### src/hdl/uer_pkg.sv
`default_nettype none

package uer_pkg;

  localparam int unsigned CountW = 16;

  localparam logic [CountW-1:0] TIMEOUT_RESET  = 16'd500;
  localparam logic [CountW-1:0] COUNT_ALL_ONES = '1;

  // operation codes of an input item
  localparam logic OP_TICK  = 1'b0;
  localparam logic OP_START = 1'b1;

  typedef enum logic [1:0] {
    ST_MEASURING = 2'd0,
    ST_DONE      = 2'd1,
    ST_TIMEOUT   = 2'd2
  } status_e;

  typedef enum logic [3:0] {
    PH_TRIG_HIGH = 4'b0001,
    PH_TRIG_LOW  = 4'b0010,
    PH_WAIT_RISE = 4'b0100,
    PH_TIME_ECHO = 4'b1000
  } phase_e;

endpackage

`default_nettype wire

### src/hdl/uer_intf.sv
`default_nettype none

interface uer_in_if;
  logic valid;
  logic ready;
  logic operation;
  logic echo_level;

  modport source (output valid, output operation, output echo_level, input ready);
  modport sink   (input valid, input operation, input echo_level, output ready);
endinterface

interface uer_out_if;
  import uer_pkg::*;

  logic              valid;
  logic              ready;
  logic              trigger_level;
  logic [1:0]        status;
  logic [CountW-1:0] tick_count;
  logic              done_event;

  modport source (output valid, output trigger_level, output status, output tick_count,
                  output done_event, input ready);
  modport sink   (input valid, input trigger_level, input status, input tick_count,
                  input done_event, output ready);
endinterface

`default_nettype wire

### src/hdl/ultrasonic_echo_ranger_core.sv
`default_nettype none

// Trigger/echo ranging sequencer. Each input item is either a timer tick carrying the
// sampled echo level or a start command, and each item yields exactly one result item
// with the trigger level, status, tick count and a done pulse. One item is accepted per
// clock unless the result side stalls. An item is taken into the input register when
// accepted, and its result into the result register. Backpressure on the result side stalls
// the input through the ready chain. The user must write the echo_timeout register (reset 500)
// through cfg_we_i/cfg_wdata_i only while no item is in flight; the block does not enforce this.
module ultrasonic_echo_ranger_core (
  input  wire logic                       clk_i,
  input  wire logic                       rst_ni,
  uer_in_if.sink                          in_i,
  uer_out_if.source                       out_o,
  input  wire logic                       cfg_we_i,
  input  wire logic [uer_pkg::CountW-1:0] cfg_wdata_i
);
  import uer_pkg::*;

  // input register
  logic s1_valid_q;
  logic s1_op_q;
  logic s1_echo_q;

  // block state
  logic [CountW-1:0] timeout_q;
  phase_e            phase_q, phase_d;
  status_e           run_status_q, run_status_d;
  logic              echo_now_q, echo_now_d;
  logic              echo_before_q, echo_before_d;
  logic [CountW-1:0] counter_q, counter_d;
  logic              trigger_q, trigger_d;
  logic              done_d;

  // result register
  logic              out_valid_q;
  logic              out_trigger_q;
  status_e           out_status_q;
  logic [CountW-1:0] out_count_q;
  logic              out_done_q;

  logic out_load;
  logic s1_adv;
  logic rise;
  logic fall;

  assign out_load   = !out_valid_q || out_o.ready;
  assign s1_adv     = s1_valid_q && out_load;
  assign in_i.ready = !s1_valid_q || out_load;

  assign rise = !echo_now_q && s1_echo_q;
  assign fall = echo_now_q && !s1_echo_q;

  always_comb begin
    phase_d       = phase_q;
    run_status_d  = run_status_q;
    echo_now_d    = echo_now_q;
    echo_before_d = echo_before_q;
    counter_d     = counter_q;
    trigger_d     = trigger_q;
    done_d        = 1'b0;
    if (s1_op_q == OP_START) begin
      run_status_d = ST_MEASURING;
    end else begin
      echo_before_d = echo_now_q;
      echo_now_d    = s1_echo_q;
      if (run_status_q == ST_MEASURING) begin
        case (phase_q)
          PH_TRIG_HIGH: begin
            trigger_d = 1'b1;
            phase_d   = PH_TRIG_LOW;
          end
          PH_TRIG_LOW: begin
            trigger_d = 1'b0;
            phase_d   = PH_WAIT_RISE;
            counter_d = '0;
          end
          PH_WAIT_RISE: begin
            if (rise && (counter_q < timeout_q)) begin
              phase_d   = PH_TIME_ECHO;
              counter_d = '0;
            end else if (counter_q > timeout_q) begin
              run_status_d = ST_TIMEOUT;
              phase_d      = PH_TRIG_HIGH;
              counter_d    = COUNT_ALL_ONES;
              done_d       = 1'b1;
            end else begin
              counter_d = counter_q + 1'b1;
            end
          end
          PH_TIME_ECHO: begin
            counter_d = counter_q + 1'b1;
            if (fall) begin
              run_status_d = ST_DONE;
              phase_d      = PH_TRIG_HIGH;
              done_d       = 1'b1;
            end
          end
          default: begin
            phase_d = PH_TRIG_HIGH;
          end
        endcase
      end
    end
  end

  always_ff @(posedge clk_i or negedge rst_ni) begin
    if (!rst_ni) begin
      s1_valid_q    <= 1'b0;
      out_valid_q   <= 1'b0;
      timeout_q     <= TIMEOUT_RESET;
      phase_q       <= PH_TRIG_HIGH;
      run_status_q  <= ST_DONE;
      echo_now_q    <= 1'b0;
      echo_before_q <= 1'b0;
      counter_q     <= '0;
      trigger_q     <= 1'b0;
    end else begin
      if (cfg_we_i) begin
        timeout_q <= cfg_wdata_i;
      end
      if (in_i.ready) begin
        s1_valid_q <= in_i.valid;
      end
      if (out_load) begin
        out_valid_q <= s1_valid_q;
      end
      if (s1_adv) begin
        phase_q       <= phase_d;
        run_status_q  <= run_status_d;
        echo_now_q    <= echo_now_d;
        echo_before_q <= echo_before_d;
        counter_q     <= counter_d;
        trigger_q     <= trigger_d;
      end
    end
  end

  always_ff @(posedge clk_i) begin
    if (in_i.ready && in_i.valid) begin
      s1_op_q   <= in_i.operation;
      s1_echo_q <= in_i.echo_level;
    end
    if (s1_adv) begin
      out_trigger_q <= trigger_d;
      out_status_q  <= run_status_d;
      out_count_q   <= counter_d;
      out_done_q    <= done_d;
    end
  end

  assign out_o.valid         = out_valid_q;
  assign out_o.trigger_level = out_trigger_q;
  assign out_o.status        = out_status_q;
  assign out_o.tick_count    = out_count_q;
  assign out_o.done_event    = out_done_q;

endmodule

`default_nettype wire

### src/flat_wrapper.sv
// flat-port wrapper written by rule: the top's interface ports become plain ports
module ultrasonic_echo_ranger_core_flat import uer_pkg::*;
  (clk_i, rst_ni, cfg_we_i, cfg_wdata_i, in_i_valid, in_i_operation, in_i_echo_level, in_i_ready, out_o_valid, out_o_trigger_level, out_o_status, out_o_tick_count, out_o_done_event, out_o_ready);
  uer_in_if in_i_i ();
  uer_out_if out_o_i ();
  input  wire logic clk_i;
  input  wire logic rst_ni;
  input  wire logic cfg_we_i;
  input  wire logic [uer_pkg::CountW-1:0] cfg_wdata_i;
  input wire logic [$bits(in_i_i.valid)-1:0] in_i_valid;
  input wire logic [$bits(in_i_i.operation)-1:0] in_i_operation;
  input wire logic [$bits(in_i_i.echo_level)-1:0] in_i_echo_level;
  output wire logic [$bits(in_i_i.ready)-1:0] in_i_ready;
  output wire logic [$bits(out_o_i.valid)-1:0] out_o_valid;
  output wire logic [$bits(out_o_i.trigger_level)-1:0] out_o_trigger_level;
  output wire logic [$bits(out_o_i.status)-1:0] out_o_status;
  output wire logic [$bits(out_o_i.tick_count)-1:0] out_o_tick_count;
  output wire logic [$bits(out_o_i.done_event)-1:0] out_o_done_event;
  input wire logic [$bits(out_o_i.ready)-1:0] out_o_ready;
  assign in_i_i.valid = in_i_valid;
  assign in_i_i.operation = in_i_operation;
  assign in_i_i.echo_level = in_i_echo_level;
  assign in_i_ready = in_i_i.ready;
  assign out_o_valid = out_o_i.valid;
  assign out_o_trigger_level = out_o_i.trigger_level;
  assign out_o_status = out_o_i.status;
  assign out_o_tick_count = out_o_i.tick_count;
  assign out_o_done_event = out_o_i.done_event;
  assign out_o_i.ready = out_o_ready;
  ultrasonic_echo_ranger_core u_core (.clk_i(clk_i), .rst_ni(rst_ni), .in_i(in_i_i), .out_o(out_o_i), .cfg_we_i(cfg_we_i), .cfg_wdata_i(cfg_wdata_i));
endmodule
### config.mk
export PLATFORM = sky130hd
export DESIGN_NAME = ultrasonic_echo_ranger_core_flat
export DESIGN_NICKNAME = d
export VERILOG_FILES = /design/src/hdl/uer_pkg.sv /design/src/hdl/uer_intf.sv /design/src/hdl/ultrasonic_echo_ranger_core.sv /design/src/flat_wrapper.sv
export SDC_FILE = /design/constraint.sdc
export NUM_CORES = 1
export LEC_CHECK = 0
export BUFFER_PORTS_ARGS = -buffer_cell sky130_fd_sc_hd__buf_4
export CAP_MARGIN = 5
export CORE_UTILIZATION = 53
export CTS_CLUSTER_SIZE = 20
export DETAILED_ROUTE_END_ITERATION = 7
export PLACE_DENSITY = 0.83
export SYNTH_ARGS = -nofsm -noshare
export SYNTH_HDL_FRONTEND = slang
export SYNTH_SLANG_ARGS = --single-unit
export TNS_END_PERCENT = 5
### constraint.sdc
create_clock -name clk_i -period 3.75 [get_ports clk_i]
set_input_delay 0.1875 -clock clk_i [delete_from_list [all_inputs] [get_ports clk_i]]
set_output_delay 0.1875 -clock clk_i [all_outputs]
set_load 0.02 [all_outputs]
==> impl_metrics.json, run 1 <==
{
  "synth-main-ff-cell": "dfrtp_1",
  "htreeDepth": 3,
  "place_congestion": 0.819,
  "tightest_slew_ps": 993,
  "synth.most_common_cell": "nand2_1",
  "cts.path.max_buffers": 2,
  "grt_pass1_vias": 2609,
  "grt_max_degree": 43,
  "p_sw_share_pct": 36.2,
  "power_leakage_nw": 1.86,
  "vias_per_cell": 5.92,
  "relSlewSlack_pct": 33.7,
  "setup_viol": 0,
  "synth_top_area_cell": "dfrtp_1",
  "pre_cts_ws_ps": 722,
  "grt_pass1_wl_um": 12500,
  "rsz0062_at_grt": "no",
  "timing.final.ws_setup_ps": 665,
  "syn-instance-count": 372,
  "fillers": 529,
  "netSwitchingPower_uw": 908,
  "internal_power_mw": 1.60,
  "cp_max_fo": 31,
  "dr.pass1.iters": 8,
  "wire_per_inst_um": 15.1,
  "io_pins": 45,
  "end_kind": "flip-flop",
  "final_antenna_net_count": 0,
  "num_vias": 2924,
  "syn_area_per_cell_um2": 9.54,
  "dp_hpwl_um": 5170,
  "start_util_pct": 55.3,
  "die-area_mm2": 0.00703,
  "drcViolationCount": 3,
  "fmax_mhz": 324,
  "rows": 29,
  "ys_top_cells_by_area": "dfrtp_1 24%, edfxtp_1 19%, ha_1 6.0%, dfstp_2 5.9%, nand2_1 5.7%",
  "synth_cell_type_count": 43,
  "hold_class": "in2reg",
  "clk_latency_ps": 350,
  "min_period_ps": 3090,
  "period_share_pct": 82.3,
  "synth-edff-count": 22,
  "root_buffer": "clkbuf_8",
  "final-seq-area_mm2": 0.00172,
  "power_density_mw_per_mm2": 613,
  "yosys_warnings": 0,
  "ys_seq_area_share_pct": 48.5,
  "nets": 452,
  "finalClockSkew_ps": 11.2,
  "critPathRequiredTime_ps": 3970,
  "slew_viol_final": 0,
  "die_w_um": 83.8,
  "failed_checks": "design-rule violations",
  "clkSinkCount": 64,
  "grt_overflow": 0,
  "seqPwrFrac_pct": 46.1,
  "antenna_found_initial": 0,
  "io_buffers": 44,
  "synth_top_area_share_pct": 24.0,
  "fin_setup_tns_ps": 0,
  "cts_made_buffers": 9,
  "syn_nets": 412,
  "ys_ff_latch": 64,
  "peakVddDrop_uv": 286,
  "cp.arrival_ps": 3310,
  "cap_violations": 0,
  "cts_hold_buf": 1,
  "status": "finished with violations",
  "clk_pin_slew_ps": 60,
  "cts_tree": "built",
  "combPwrFrac_pct": 32.1,
  "synth_commonest_cells": "54 x nand2_1, 35 x a21oi_1, 34 x dfrtp_1, 27 x inv_1, 24 x o21ai_0",
  "grt_use_total_pct": 22.7,
  "async_flop_share_pct": 65.6,
  "startpoint_type": "flip-flop",
  "multiInputGateArea_mm2": 0.00163,
  "core_area_mm2": 0.00642,
  "hold_viol_final": 0,
  "areaGrowthSynthToFinish_pct": 15.3,
  "drive_gt1_share_pct": 18.0,
  "antennaDiodeCount": 0,
  "worstSetupPathType": "reg2reg",
  "wl_um": 7470,
  "die_y_um": 83.8,
  "drtIter0Drc": 389,
  "p_clk_share_pct": 21.8,
  "ctsResizeCount": 0,
  "postCtsSetupRepairBufs": 0,
  "netlist_area_mm2": 0.00355
}
layout by cell type, fill, tap and decap left out, drive strengths merged, types with 2 or more instances in the layout:
master / instances
edfxtp: 22
xor2: 2
nor2b: 2
mux2i: 2
clkbuf: 16
nand3: 13
and2: 3
a21oi: 35
dfrtp: 34
nand2b: 7
buf: 47
nor4: 4
nand2: 54
o21bai: 2
o22a: 15
dfstp: 8
a2bb2oi: 2
ha: 17
o31ai: 6
a31oi: 12
nand4: 2
a21o: 2
and3: 8
nor2: 11
mux2: 4
a211o: 8
nand4b: 2
o21ai: 24
nor3: 7
or3: 10
inv: 27
logic make-up after synthesis:
group	Yosys count	synth area share, %
fa+ha+maj	17	5.99
xor+xnor	2	0.494
flops	64	48.5
simple gates	125	17.5
buf+inv	46	5.61
compound gates	112	20.1
mux	6	1.83
flip-flops by register name, indices dropped and copies added, names as in the netlist:
signal,flops
u_core.timeout_q,16
u_core.out_o.status,2
u_core.run_status_q,2
u_core.out_o.done_event,1
u_core.counter_q,16
u_core.out_o.tick_count,16
u_core.echo_now_q,1
u_core.phase_q,4
u_core.out_o.valid,1
u_core.out_o.trigger_level,1
u_core.trigger_q,1
u_core.s1_valid_q,1
u_core.s1_echo_q,1
u_core.s1_op_q,1
worst paths after layout:
| check | start | to | slack (ps) | cells after the start |
|---|---|---|---|---|
| max in group asynchronous | rst_ni | u_core.timeout_q[6] | 3000 | 2 |
| min in group asynchronous | rst_ni | u_core.counter_q[13] | 370 | 2 |
| max reg2reg | u_core.counter_q[15] | u_core.out_o.tick_count[12] | 660 | 8 |
| min reg2reg | u_core.run_status_q[0] | u_core.run_status_q[0] | 500 | 2 |
| min | in_i_echo_level | u_core.s1_echo_q | 20 | 1 |
| max | u_core.counter_q[15] | u_core.out_o.tick_count[12] | 660 | 8 |
layout make-up:
class                      count  area share [%]
sequential                    64            42.1
multi-input combinational    262            39.8
timing repair buffer          48            8.87
clock buffer                  16            4.41
inverter                      27            2.48
tap                           77            2.36
power by group through the flow:
stage	Combinational (mW)	Sequential (mW)	Clock, mW
global placement	0.758	1.14	0
global route	0.899	1.18	0.588
floorplan	0.551	1.14	0
CTS	0.805	1.15	0.553
finish	0.805	1.15	0.546
detailed placement	0.796	1.16	0
stage by stage:
step	hold WS, ps	cell area [um2]	power, mW	std cells	util, %
final	15.7	4090	2.51	494	63.7
after global routing	5.40	4090	2.67	494	63.7
after CTS	6.36	4090	2.51	494	63.7
after detailed placement	215	3900	1.96	477	60.7
after global placement	209	3900	1.90	477	60.7
after floorplan	-108	3550	1.69	372	-
metal layers:
layer	GRT usage (%)	share of wire [%]
met1	31.8	45
met2	33.6	46
met3	4.35	7.2
met4	12.1	2.3
met5	0	0
worst max-delay path, stage by stage, from the launching register on:
cell and delay, ps:
dfrtp_1 440, ha_1 340, nand4_1 180, nor4_1 410, o21ai_0 230, nand3_1 110, nand2_1 550, a31oi_1 480
o22a_1 200
Note: power is estimated with default switching activity, not from simulation.
==> run 2: changes to the inputs <==
Settings changed: CORE_UTILIZATION 53 to 52, PLACE_DENSITY 0.83 to 0.85.
Clock period 3.75 ns to 2.7 ns, I/O delays scaled along.
==> run 2 against run 1 <==
Final cell count grew 3.2%; clock power grew 29%; clock skew shrank 3.8 ps; the flow now finishes without violations; setup slack lost 510 ps; worst hold slack lost 7.7 ps; highest routed layer unchanged; register-to-register slack lost 510 ps; sequential power grew 35%.
==> impl_metrics.json, run 2 (same netlist as run 1, synthesis figures left out) <==
{
  "status": "complete, no violations",
  "core_area_mm2": 0.00646,
  "path_delay_family": "simple AND/OR/NAND/NOR gates",
  "setup_viol": 0,
  "worstHoldStart": "cfg_wdata_i[10]",
  "grt_overflow": 0,
  "fin_setup_tns_ps": 0,
  "die_y_um": 84.6,
  "htreeDepth": 3,
  "r2r-end": "u_core.out_o.tick_count[14]",
  "finalPower_mw": 3.54,
  "final_cell_mix": "54 x nand2_1, 52 x buf_4, 35 x a21oi_1, 34 x dfrtp_1, 27 x inv_1",
  "startpoint": "u_core.timeout_q[7]",
  "critPathRequiredTime_ps": 2910,
  "grt_max_degree": 43,
  "startpoint_type": "flip-flop",
  "peakVddDrop_uv": 387,
  "wire_per_inst_um": 15.5,
  "rsz0062_at_grt": "no",
  "critical-path-max-stage-delay_ps": 510,
  "drcViolationCount": 0,
  "die_w_um": 84.6,
  "io_buffers": 44,
  "combPwrFrac_pct": 36.3,
  "areaGrowthSynthToFinish_pct": 21.1,
  "slew_viol_final": 0,
  "power_density_mw_per_mm2": 823,
  "cp.depth": 10,
  "internal_power_mw": 2.23,
  "drive_gt1_share_pct": 20.3,
  "placed_cells": 484,
  "clkSinkCount": 64,
  "postCtsSetupRepairBufs": 0,
  "cp.arrival_ps": 2750,
  "final_antenna_net_count": 0,
  "dp_hpwl_um": 5080,
  "multiInputGateArea_mm2": 0.00165,
  "antenna_found_initial": 0,
  "worstPathCellList": "inv_1 -> ha_1 -> nand4_1 -> nor4_2 -> o21ai_1 -> nand3_2 -> nand3_4 -> buf_12 -> a31oi_1 -> o22a_1",
  "wl_um": 7890,
  "root_buffer": "clkbuf_8",
  "crit_path_top_delay_cell": "dfstp_2",
  "drtIter0Drc": 365,
  "end_kind": "flip-flop",
  "cts_made_buffers": 9,
  "hold_class": "in2reg",
  "finalClockSkew_ps": 7.47,
  "period_share_pct": 94.3,
  "cp_max_fo": 8,
  "vias_per_cell": 5.96,
  "num_vias": 3042,
  "grt_use_total_pct": 23.0,
  "min_period_ps": 2550,
  "clk_pin_slew_ps": 70,
  "nets": 468,
  "relSlewSlack_pct": 31.3,
  "cap_violations": 0,
  "r2r_slack_ps": 150,
  "antennaDiodeCount": 0,
  "grt_pass1_wl_um": 12800,
  "netSwitchingPower_mw": 1.30,
  "start_util_pct": 54.9,
  "r2r_start": "u_core.timeout_q[7]",
  "cts_tree": "built",
  "worstSetupEndpoint": "u_core.out_o.tick_count[14]",
  "whs_ps": 8.02,
  "power_leakage_nw": 1.96,
  "io_pins": 45,
  "final_core_util_pct": 66.5,
  "hold_viol_final": 0,
  "final-seq-area_mm2": 0.00172,
  "cp_num_buf_inv": 2,
  "worstSetupPathType": "reg2reg",
  "clk_latency_ps": 340,
  "final_cell_count_no_fill": 510,
  "fmax_mhz": 393,
  "p_clk_share_pct": 19.9,
  "seqPwrFrac_pct": 43.8,
  "p_sw_share_pct": 36.9,
  "rows": 29,
  "die-area_mm2": 0.00716,
  "hold_depth": 3,
  "tightest_slew_ps": 1020,
  "fillers": 498,
  "cts.path.max_buffers": 2,
  "r2r_cells": 10,
  "grt_pass1_vias": 2678,
  "dr.pass1.iters": 8,
  "place_congestion": 0.871,
  "layout_commonest_cell": "nand2_1"
}
## run 2: changes by cell type in the layout (fill, tap and decap cells not counted), sizes merged
| cell | previous run | this run |
|---|---|---|
| clkinv | 0 | 5 |
| buf | 47 | 54 |
| clkbuf | 16 | 13 |
| dlygate4sd3 | 1 | 8 |
## run 2: final cells by class
| type | count | area share (%) |
|---|---|---|
| Tap cell | 77 | 2.24 |
| Sequential cell | 64 | 40.1 |
| Clock buffer | 11 | 3.29 |
| Clock inverter | 5 | 0.524 |
| Inverter | 27 | 2.36 |
| Timing Repair Buffer | 64 | 13.0 |
| Multi-Input combinational cell | 262 | 38.5 |
## run 2: per-layer routing
metal	global-route usage (%)	part of all wire, %	vias up
li1	-	-	1472
met1	32.5	44	1419
met2	35.0	46	135
met3	3.64	7.5	16
met4	11.1	2.0	0
met5	0	0	-
## run 2: what timing repair did
item,in CTS,in global routing
hold endpoints to repair,41,0
endpoints found under the setup margin,0,17
hold buffers,8,0
resized for setup,0,5
## run 2: power groups by stage
stage          sequential, mW  clock (mW)  combinational (mW)
2_1_floorplan            1.58           0               0.765
3_3_place_gp             1.54           0                1.18
3_5_place_dp             1.55           0                1.22
4_1_cts                  1.54       0.711                1.25
5_1_grt                  1.58       0.758                1.42
6_report                 1.55       0.705                1.28
## run 2: worst min path at each step
| stage | end | slack [ps] |
|---|---|---|
| final | u_core.timeout_q[10] | 8 |
| after global placement | u_core.s1_valid_q | 150 |
| after CTS | u_core.timeout_q[1] | 2 |
| after floorplan | u_core.counter_q[0] | -160 |
| after detailed placement | u_core.out_o.valid | 160 |
| after global routing | u_core.timeout_q[8] | 20 |
## run 2: through the flow
stage	worst slack (ps)	area, um2
finish	153	4300
global route	15.7	4300
CTS	81.3	4220
detailed placement	99.5	3980
global placement	238	3980
floorplan	317	3550
## run 2: tightest hold or removal path: cells and delay by family
family                 cells  cell delay (ps)
AOI/OAI and AO/OA          1               60
buffers and inverters      1               70
and+or+nand+nor            1               40
